<file path="config.mk">
export PLATFORM = sky130hd
export DESIGN_NAME = biquad_lowpass_filter
export DESIGN_NICKNAME = d
export VERILOG_FILES = /design/src/sv/bqlpf_pkg.sv /design/src/sv/biquad_lowpass_filter.sv
export SDC_FILE = /design/constraint.sdc
export NUM_CORES = 2
export LEC_CHECK = 0
export ABC_AREA = 1
export BUFFER_PORTS_ARGS = -buffer_cell sky130_fd_sc_hd__buf_2
export CELL_PAD_IN_SITES_DETAIL_PLACEMENT = 1
export CELL_PAD_IN_SITES_GLOBAL_PLACEMENT = 1
export CORE_MARGIN = 4
export CORE_UTILIZATION = 52
export DETAILED_ROUTE_END_ITERATION = 10
export PLACE_DENSITY = 0.87
export SYNTH_ARGS = -nofsm -noshare
export SYNTH_HDL_FRONTEND = slang
export SYNTH_SLANG_ARGS = --single-unit
</file>
<file path="constraint.sdc">
create_clock -name clk -period 24.3 [get_ports clk]
set_clock_uncertainty 0.2 [all_clocks]
set_input_delay 2.43 -clock clk [delete_from_list [all_inputs] [get_ports clk]]
set_output_delay 2.43 -clock clk [all_outputs]
set_load 0.05 [all_outputs]
</file>
<file path="src/sv/bqlpf_pkg.sv">
// ----------------------------------------------------------------------------
// bqlpf_pkg
// Shared types, constants and the control-store contents for the biquad
// low-pass filter sequencer.
// ----------------------------------------------------------------------------
package bqlpf_pkg;

  localparam int COEF_W    = 20;
  localparam int CFG_IDX_W = 3;
  localparam int STEP_W    = 3;

  localparam logic signed [COEF_W-1:0] COEF_B0_RESET = 20'sd65536;

  typedef enum logic [CFG_IDX_W-1:0] {
    CFG_B0 = 3'd0,
    CFG_B1 = 3'd1,
    CFG_B2 = 3'd2,
    CFG_A1 = 3'd3,
    CFG_A2 = 3'd4
  } cfg_idx_t;

  typedef logic [STEP_W-1:0] step_t;

  typedef enum logic [2:0] {
    CS_A1,
    CS_A2,
    CS_B0,
    CS_B1,
    CS_B2
  } coef_sel_t;

  typedef enum logic [1:0] {
    SS_D1,
    SS_D2,
    SS_W
  } st_sel_t;

  typedef enum logic [1:0] {
    ACC_NOP,
    ACC_LOAD,
    ACC_ADD
  } acc_op_t;

  typedef enum logic [1:0] {
    COND_NONE, // always advance
    COND_IN,   // advance on input transfer
    COND_OUT   // advance when the output register can take a result
  } cond_t;

  typedef struct packed {
    cond_t     cond;
    logic      mul_en;
    coef_sel_t coef_sel;
    st_sel_t   st_sel;
    acc_op_t   acc_op;
    logic      ld_x;
    logic      ld_w;
    logic      ld_y;
    step_t     next;
  } ucode_t;

  localparam step_t STEP_FETCH = 3'd0;
  localparam step_t STEP_FB1   = 3'd1;
  localparam step_t STEP_FB2   = 3'd2;
  localparam step_t STEP_FF1   = 3'd3;
  localparam step_t STEP_WCALC = 3'd4;
  localparam step_t STEP_FF0   = 3'd5;
  localparam step_t STEP_ACCW  = 3'd6;
  localparam step_t STEP_EMIT  = 3'd7;

  // Control store. Product register is one step behind the multiply, so the
  // accumulator folds in the product issued on the previous step.
  function automatic ucode_t ucode_rom(input step_t step);
    ucode_t uc;
    uc = '{cond: COND_NONE, mul_en: 1'b0, coef_sel: CS_A1, st_sel: SS_D1,
           acc_op: ACC_NOP, ld_x: 1'b0, ld_w: 1'b0, ld_y: 1'b0,
           next: STEP_FETCH};
    case (step)
      STEP_FETCH: begin
        uc.cond = COND_IN;
        uc.ld_x = 1'b1;
        uc.next = STEP_FB1;
      end
      STEP_FB1: begin
        uc.mul_en   = 1'b1;
        uc.coef_sel = CS_A1;
        uc.st_sel   = SS_D1;
        uc.next     = STEP_FB2;
      end
      STEP_FB2: begin
        uc.mul_en   = 1'b1;
        uc.coef_sel = CS_A2;
        uc.st_sel   = SS_D2;
        uc.acc_op   = ACC_LOAD;
        uc.next     = STEP_FF1;
      end
      STEP_FF1: begin
        uc.mul_en   = 1'b1;
        uc.coef_sel = CS_B1;
        uc.st_sel   = SS_D1;
        uc.acc_op   = ACC_ADD;
        uc.next     = STEP_WCALC;
      end
      STEP_WCALC: begin
        uc.ld_w     = 1'b1;
        uc.mul_en   = 1'b1;
        uc.coef_sel = CS_B2;
        uc.st_sel   = SS_D2;
        uc.acc_op   = ACC_LOAD;
        uc.next     = STEP_FF0;
      end
      STEP_FF0: begin
        uc.mul_en   = 1'b1;
        uc.coef_sel = CS_B0;
        uc.st_sel   = SS_W;
        uc.acc_op   = ACC_ADD;
        uc.next     = STEP_ACCW;
      end
      STEP_ACCW: begin
        uc.acc_op = ACC_ADD;
        uc.next   = STEP_EMIT;
      end
      STEP_EMIT: begin
        uc.cond = COND_OUT;
        uc.ld_y = 1'b1;
        uc.next = STEP_FETCH;
      end
      default: begin
        uc.next = STEP_FETCH;
      end
    endcase
    return uc;
  endfunction

endpackage

</file>
<file path="src/sv/biquad_lowpass_filter.sv">
// A result is offered once its input has passed steps FB1, FB2, FF1, WCALC,
// FF0, ACCW and EMIT. A new sample is taken only when the 8-step control
// program driving a single shared coefficient multiplier and one accumulator ends.
// A finished result waits in the output register while the next sample runs.
// Reset (rst_n low, synchronous): delays cleared, b0 = 1.0, other coefs 0.
// ----------------------------------------------------------------------------
// biquad_lowpass_filter
// Direct form II biquad section, fixed point, microcoded over one multiplier.
// ----------------------------------------------------------------------------
module biquad_lowpass_filter #(
  parameter int SAMPLE_WIDTH   = 16,
  parameter int COEF_FRAC_BITS = 16,
  parameter int STATE_WIDTH    = 32
) (
  input  logic                                   clk,
  input  logic                                   rst_n,
  input  logic                                   in_valid,
  output logic                                   in_stall,
  input  logic signed [SAMPLE_WIDTH-1:0]         in_sample_in,
  output logic                                   out_valid,
  input  logic                                   out_stall,
  output logic signed [SAMPLE_WIDTH-1:0]         out_sample_out,
  output logic                                   out_saturated,
  input  logic                                   cfg_wr_en,
  input  logic [bqlpf_pkg::CFG_IDX_W-1:0]        cfg_index,
  input  logic [bqlpf_pkg::COEF_W-1:0]           cfg_wdata
);

  localparam int CW     = bqlpf_pkg::COEF_W;
  localparam int PROD_W = CW + STATE_WIDTH;
  localparam int ACC_W  = PROD_W + 2;

  localparam logic signed [ACC_W:0] RND_HALF =
    {{(ACC_W + 1 - COEF_FRAC_BITS){1'b0}}, 1'b1, {(COEF_FRAC_BITS - 1){1'b0}}};
  localparam logic signed [ACC_W+1:0] W_MAX =
    {{(ACC_W + 3 - STATE_WIDTH){1'b0}}, {(STATE_WIDTH - 1){1'b1}}};
  localparam logic signed [ACC_W+1:0] W_MIN = ~W_MAX;
  localparam logic signed [ACC_W:0] Y_MAX =
    {{(ACC_W + 2 - SAMPLE_WIDTH){1'b0}}, {(SAMPLE_WIDTH - 1){1'b1}}};
  localparam logic signed [ACC_W:0] Y_MIN = ~Y_MAX;

  // coefficients
  logic signed [CW-1:0] b0_r, b1_r, b2_r, a1_r, a2_r;

  // sequencer
  bqlpf_pkg::step_t  step_r, step_nxt;
  bqlpf_pkg::ucode_t uc;
  logic              adv;

  // datapath
  logic signed [SAMPLE_WIDTH-1:0] x_r;
  logic signed [STATE_WIDTH-1:0]  d1_r, d2_r, w_r, w_nxt;
  logic signed [PROD_W-1:0]       prod_r;
  logic signed [ACC_W-1:0]        acc_r;
  logic signed [CW-1:0]           coef_op;
  logic signed [STATE_WIDTH-1:0]  st_op;
  logic signed [ACC_W:0]          acc_rnd, acc_q;
  logic signed [ACC_W+1:0]        w_full;
  logic                           w_clip, y_clip, clip_r;
  logic signed [SAMPLE_WIDTH-1:0] y_nxt;
  logic                           out_valid_r;
  logic signed [SAMPLE_WIDTH-1:0] out_sample_r;
  logic                           out_sat_r;

  assign uc = bqlpf_pkg::ucode_rom(step_r);

  always_comb begin
    case (uc.cond)
      bqlpf_pkg::COND_IN:  adv = in_valid;
      bqlpf_pkg::COND_OUT: adv = !out_valid_r || !out_stall;
      default:             adv = 1'b1;
    endcase
  end

  assign step_nxt = adv ? uc.next : step_r;
  assign in_stall = (uc.cond != bqlpf_pkg::COND_IN);

  always_ff @(posedge clk) begin
    if (!rst_n) begin
      step_r <= bqlpf_pkg::STEP_FETCH;
    end else begin
      step_r <= step_nxt;
    end
  end

  // configuration
  always_ff @(posedge clk) begin
    if (!rst_n) begin
      b0_r <= bqlpf_pkg::COEF_B0_RESET;
      b1_r <= '0;
      b2_r <= '0;
      a1_r <= '0;
      a2_r <= '0;
    end else if (cfg_wr_en) begin
      case (cfg_index)
        bqlpf_pkg::CFG_B0: b0_r <= cfg_wdata;
        bqlpf_pkg::CFG_B1: b1_r <= cfg_wdata;
        bqlpf_pkg::CFG_B2: b2_r <= cfg_wdata;
        bqlpf_pkg::CFG_A1: a1_r <= cfg_wdata;
        bqlpf_pkg::CFG_A2: a2_r <= cfg_wdata;
        default: ;
      endcase
    end
  end

  // operand selection
  always_comb begin
    case (uc.coef_sel)
      bqlpf_pkg::CS_A1: coef_op = a1_r;
      bqlpf_pkg::CS_A2: coef_op = a2_r;
      bqlpf_pkg::CS_B0: coef_op = b0_r;
      bqlpf_pkg::CS_B1: coef_op = b1_r;
      bqlpf_pkg::CS_B2: coef_op = b2_r;
      default:          coef_op = '0;
    endcase
  end

  always_comb begin
    case (uc.st_sel)
      bqlpf_pkg::SS_D1: st_op = d1_r;
      bqlpf_pkg::SS_D2: st_op = d2_r;
      bqlpf_pkg::SS_W:  st_op = w_r;
      default:          st_op = '0;
    endcase
  end

  // rounding: add half an lsb, then floor shift
  assign acc_rnd = {acc_r[ACC_W-1], acc_r} + RND_HALF;
  assign acc_q   = acc_rnd >>> COEF_FRAC_BITS;

  // w = sat(x - round(a1*d1 + a2*d2))
  assign w_full = {{(ACC_W + 2 - SAMPLE_WIDTH){x_r[SAMPLE_WIDTH-1]}}, x_r}
                - {acc_q[ACC_W], acc_q};

  always_comb begin
    w_clip = 1'b1;
    if (w_full > W_MAX) begin
      w_nxt = W_MAX[STATE_WIDTH-1:0];
    end else if (w_full < W_MIN) begin
      w_nxt = W_MIN[STATE_WIDTH-1:0];
    end else begin
      w_nxt  = w_full[STATE_WIDTH-1:0];
      w_clip = 1'b0;
    end
  end

  // y = sat(round(b0*w + b1*d1 + b2*d2))
  always_comb begin
    y_clip = 1'b1;
    if (acc_q > Y_MAX) begin
      y_nxt = Y_MAX[SAMPLE_WIDTH-1:0];
    end else if (acc_q < Y_MIN) begin
      y_nxt = Y_MIN[SAMPLE_WIDTH-1:0];
    end else begin
      y_nxt  = acc_q[SAMPLE_WIDTH-1:0];
      y_clip = 1'b0;
    end
  end

  // datapath registers
  always_ff @(posedge clk) begin
    if (uc.ld_x && adv) begin
      x_r <= in_sample_in;
    end
    if (uc.mul_en) begin
      prod_r <= coef_op * st_op;
    end
    case (uc.acc_op)
      bqlpf_pkg::ACC_LOAD: acc_r <= {{2{prod_r[PROD_W-1]}}, prod_r};
      bqlpf_pkg::ACC_ADD:  acc_r <= acc_r + {{2{prod_r[PROD_W-1]}}, prod_r};
      default: ;
    endcase
    if (uc.ld_w) begin
      w_r    <= w_nxt;
      clip_r <= w_clip;
    end
    if (uc.ld_y && adv) begin
      out_sample_r <= y_nxt;
      out_sat_r    <= clip_r | y_clip;
    end
  end

  // delay line and output valid
  always_ff @(posedge clk) begin
    if (!rst_n) begin
      d1_r        <= '0;
      d2_r        <= '0;
      out_valid_r <= 1'b0;
    end else begin
      if (uc.ld_y && adv) begin
        d2_r        <= d1_r;
        d1_r        <= w_r;
        out_valid_r <= 1'b1;
      end else if (!out_stall) begin
        out_valid_r <= 1'b0;
      end
    end
  end

  assign out_valid      = out_valid_r;
  assign out_sample_out = out_sample_r;
  assign out_saturated  = out_sat_r;

endmodule

</file>
**After elaboration in Yosys (flattened, before gate mapping)**

Cells that the tools add are included.

- Register bits: 340
- Latch bits: 0
- RAM bits: 0
- ROM bits: 0
- Input bits: 44
- Output and inout bits: 19
- Word-level logic and storage cells: 83
- Memories kept: 0

- Add/sub/neg operators: 3
- Multiply operators: 1
- Divide/modulo/power cells: 0
- Order comparisons: 4
- Eq/ne operators: 23
- Shift-type cells: 0
- Mux-type cells: 18
- Bitwise logic cells: 1
- Reductions and logical operators: 17

Operator list:

| operator | count |
|---|---|
| $pmux W54 S2 | 1 |
| $pmux W20 S5 | 1 |
| $pmux W32 S3 | 1 |
| $add A54 B17 Y55 const B | 1 |
| $add A54 B54 Y54 | 1 |
| $mul A20 B32 Y52 | 1 |
| $gt A40 B32 Y1 const B | 1 |
| $lt A40 B32 Y1 const B | 1 |
| $sub A16 B39 Y40 | 1 |
| $gt A39 B16 Y1 const B | 1 |
| $lt A39 B16 Y1 const B | 1 |
| $mux W32 | 1 |
| $pmux W6 S5 | 1 |
| $pmux W3 S8 | 1 |
| $eq A3 B2 Y1 const B | 6 |
| $eq A3 B3 Y1 const B | 6 |
| $mux W16 | 1 |
| $reduce_and A2 Y1 | 5 |
| $eq A3 B1 Y1 const B | 3 |
| $logic_not A3 Y1 | 3 |
| $mux W1 | 8 |
| $pmux W2 S2 | 2 |
| $eq A2 B1 Y1 const B | 3 |
| $eq A2 B2 Y1 const B | 3 |
| other kinds (10) | 13 |

**Longest topological paths before layout**

- Depth in word-level cells: 6
- Depth in mapped cells: 40
- Gate-level depth less buffers: 37

**Worst setup path after synthesis**

OpenSTA, ideal clock, no wires.

- Path kind: reg2reg
- From: register step_r[0]
- To: register prod_r[47] (data pin)
- Setup time: 266 ps
- Arrival time: 7,990 ps
- Data required time: 23,834 ps
- Setup slack: 15,844 ps
- Cell stages (with the launch flop): 37
- Buffers on the path: 3
- Period minus slack after synthesis: 8,456 ps
- Path through: dfxtp_1 inv_1 ha_1 nand2_1 inv_2 nor2_1 nand2_1 buf_2 o21ai_0 a221oi_1 and2_1 inv_1 buf_2 buf_6 nand2_1 fa_1 fa_1 inv_1 fa_1 inv_1 fa_1 inv_1 fa_1 inv_1 fa_1 fa_1 inv_1 ha_1 nand2_1 nor2_1 inv_1 nor3_1 inv_1 nor4_1 nand3_1 o2111ai_1 xor2_1

- Longest elaborated chain between the ends: 5
- Elaborated cells between the ends (all ways): 17
- Those cells by class: 1 x mul; 11 x eq/ne; 3 x mux; 2 x reduce/logical

Ends and longest elaborated chain:

| element | line | text |
|---|---|---|
| start: declaration | biquad_lowpass_filter.sv:46 | `bqlpf_pkg::step_t step_r, step_nxt;` |
| start signal: assignment | biquad_lowpass_filter.sv:80 | `step_r <= bqlpf_pkg::STEP_FETCH;` |
| start signal: assignment | biquad_lowpass_filter.sv:82 | `step_r <= step_nxt;` |
| $eq A3 B3 Y1, or another cell as far along | bqlpf_pkg.sv:78 | `case (step)` |
| $pmux W6 S5 * | bqlpf_pkg.sv:78 |  |
| $eq A3 B3 Y1, or another cell as far along | biquad_lowpass_filter.sv:108 | `case (uc.coef_sel)` |
| $pmux W20 S5 or $pmux W32 S3 (tied branches) | biquad_lowpass_filter.sv:108, biquad_lowpass_filter.sv:119 |  |
| $mul A20 B32 Y52 * | biquad_lowpass_filter.sv:166 | `prod_r <= coef_op * st_op;` |
| end signal: assignment | biquad_lowpass_filter.sv:166 |  |
| end: declaration | biquad_lowpass_filter.sv:53 | `logic signed [PROD_W-1:0] prod_r;` |

Every way passes the cells marked *; elsewhere a longest branch is shown, timed or not.
A chain may end at the register's enable or synchronous reset.

**Worst setup path in the final report**

Same ends and word-level chain as after synthesis.

==> results by group <==
Clock network
  – CTS H-Tree Depth: 2
  – # resized after CTS: 0
  – Post-CTS Setup Inserts: 0
  – Root Buffer: clkbuf_16
  – CTS tree: built
  – Clock latency on the worst-skew pair: 580 ps
  – CTS hold repair buffers: 0
  – Clock Sinks: 340
  – Reg clk slew, reported paths: 60 ps
  – CTS Buf Count: 42
  – Max clock buf depth: 3

Worst setup path
  – Worst Setup End Kind: flip-flop
  – Worst-case reg-to-reg path depth: 34
  – Critical Path Source: step_r[0]
  – Setup Crit Path Kind: flip-flop to flip-flop
  – Crit path top cell by count: inv_1
  – Delay-heaviest family, CP: adder cells
  – CP Data Required Time: 24410 ps
  – Type of origin of the critical path: flip-flop
  – Worst R2R Start: step_r[0]
  – CP max-delay cell: fa_1
  – Crit-path max FO: 36
  – Crit path DAT: 10560 ps
  – Cell count along the critical path: 34
  – Buffers & Inverters on Critical Path: 11
  – Peak per-stage delay on the critical path: 660 ps

STA
  – RSZ-0062 raised after global routing: no
  – Rel. slew slack: 0.178
  – Final setup fails: 0
  – Max-slew violations: 0
  – Min Tclk post-route: 10450 ps
  – Setup TNS: 0 ps
  – F_max: 0.0957 GHz
  – Worst Tran Pin Value: 1230 ps
  – Hold violation count in the final report: 0
  – Tcrit/Tclk final: 0.430

Drt
  – Drc violations: 0
  – 1st-iter DRT viols: 3166
  – Routed wire per std cell: 24.0 um
  – First drt pass iteration count: 5
  – Vias per cell: 5.83
  – Via count: 39.1k
  – Detail Route Antenna Nets: 0
  – Drt total wl: 161000 um

Synthesis
  – Share of flip-flops with an asynchronous set or reset: 0
  – Largest area contributor in the netlist: fa_1
  – Synthesis warning total: 0
  – Synthesized area: 43600 um^2
  – Post-synth EDFFs: 172
  – Syn Nets: 6522
  – Cell count after synthesis: 5611
  – Seq/Total Area, Yosys: 0.196
  – Yosys cell types: 56
  – Post-Syn Area per Cell: 7.77 um^2
  – Main area contributors after synthesis: fa_1 29%, edfxtp_1 12%, inv_1 9.6%
  – Count leader, synth: inv_1
  – Synth top area share: 0.293
  – Most used DFF post-synth: edfxtp_1
  – Post-synth top cells: 1117 x inv_1, 1072 x nand2_1, 841 x nor2_1, 638 x fa_1, 316 x o21ai_0
  – Yosys reg bits: 340

Global route
  – Total GRT Usage: 0.363
  – Vias in the first global route: 43.3k
  – Grt ovf: 0
  – First-pass GRT wire length: 250000 um
  – Initial antenna violation count: 1
  – Pin count of the biggest net entering global routing: 103

Placed design
  – IO Port Bufs: 62
  – Inst Count DP: 6623
  – Hpwl dp: 129000 um
  – GP Congestion: 0.988

Cells and area
  – Layout cell share with drive strength beyond 1: 0.0497
  – Fillers: 10.3k
  – Nets: 6508
  – Ant diodes: 0
  – P&R area growth vs syn: 6.12%
  – Fin cells: 6699

Pwr
  – Lkg Pwr: 22.5 nW
  – Worst vdd ir: 0.0631 mV
  – Power per standard cell area: 93.1 nW/um^2

Floorplan
  – Initial Utilization: 0.528
  – Ports: 63
  – Die area: 88500 um^2
  – Die height: 298 um
  – Row count: 105
  – Core area: 82600 um^2
  – Die width: 298 um

Run
  – Total of max-cap violations: 0

Run status
  – Status: completed

Hold path
  – Min-delay src: a1_r[10]
  – WHS Path Cells: 2
  – HP Class: flip-flop to flip-flop
==> per-layer routing <==
layer	part of all wire	routed length, um	global-route usage
met1	0.38	61200	0.441
met2	0.48	77300	0.620
met3	0.077	12400	0.0658
met4	0.063	10100	0.186
met5	0.000081	13	0
==> logic make-up after synthesis <==
kind of cell	count (synthesis)	synth area share
AO/OA/AOI/OAI	737	0.0944
XOR/XNOR	144	0.0293
adder cells (fa/ha/maj)	867	0.359
buffers and inverters	1333	0.119
flip-flops	340	0.196
AND/OR/NAND/NOR	2190	0.203
==> flip-flops by register name (all words and copies together) (netlist names) <==
name and flops:
b0_r 20, b1_r 20, d2_r 32, b2_r 20, x_r 16, w_r 32, out_saturated 1, a2_r 20
a1_r 20, acc_r 54, out_valid 1, d1_r 32, step_r 3, prod_r 52, out_sample_out 16, clip_r 1
==> worst reg2reg max path: cells and delay by family (launching register included) <==
| family | cells | cell delay (ps) |
|---|---|---|
| AOI/OAI and AO/OA | 3 | 840 |
| xor gates and xnor gates | 1 | 100 |
| adders and majority gates | 9 | 4610 |
| buffers and inverters | 11 | 1790 |
| DFF | 1 | 340 |
| and+or+nand+nor | 10 | 2350 |
==> layout by cell type (no fill, tap or decap), drive strengths merged, types with 89 or more instances in the layout <==
cell,netlist,layout
a21oi,266,266
buf,103,125
dfxtp,168,168
edfxtp,172,172
fa,638,638
ha,229,229
inv,1134,1143
nand2,1082,1082
nand3,120,120
nor2,852,852
o21ai,320,320
xor2,89,89
==> final timing paths <==
path,to,slack [ps]
setup / recovery,prod_r[47],13850
hold / removal,a1_r[10],250
setup reg to reg,prod_r[47],13850
hold reg to reg,a1_r[10],250
==> area by class of cell <==
type	count	area, um^2	share of cell area
Multi-Input combinational cell	3938	29900	0.647
Sequential cell	340	8530	0.184
Inverter	1150	4320	0.0933
Tap cell	1070	1340	0.0289
Clock buffer	55	1160	0.0251
Timing Repair Buffer	125	786	0.0170
Clock inverter	21	201	0.00435
==> where the power goes <==
| part | leakage [nW] | internal [mW] | switching, mW |
|---|---|---|---|
| Clock | 0.665 | 0.363 | 0.267 |
| Combinational | 18.8 | 0.758 | 1.88 |
| Sequential | 3.00 | 0.863 | 0.176 |
==> metrics by stage <==
step                hold WS (ps)  instance area [um^2]  power (mW)  worst slack (ps)   util
finish                       253                 46300        4.30             13850  0.560
CTS                          252                 46300        4.26             14010  0.560
global placement             235                 44900        3.49             14550  0.543
detailed placement           243                 44900        3.59             14130  0.543
floorplan                    225                 43600        2.72             15840      -
global route                 281                 46300        4.59             13300  0.560
No activity file was read; power rests on OpenSTA's default activity.
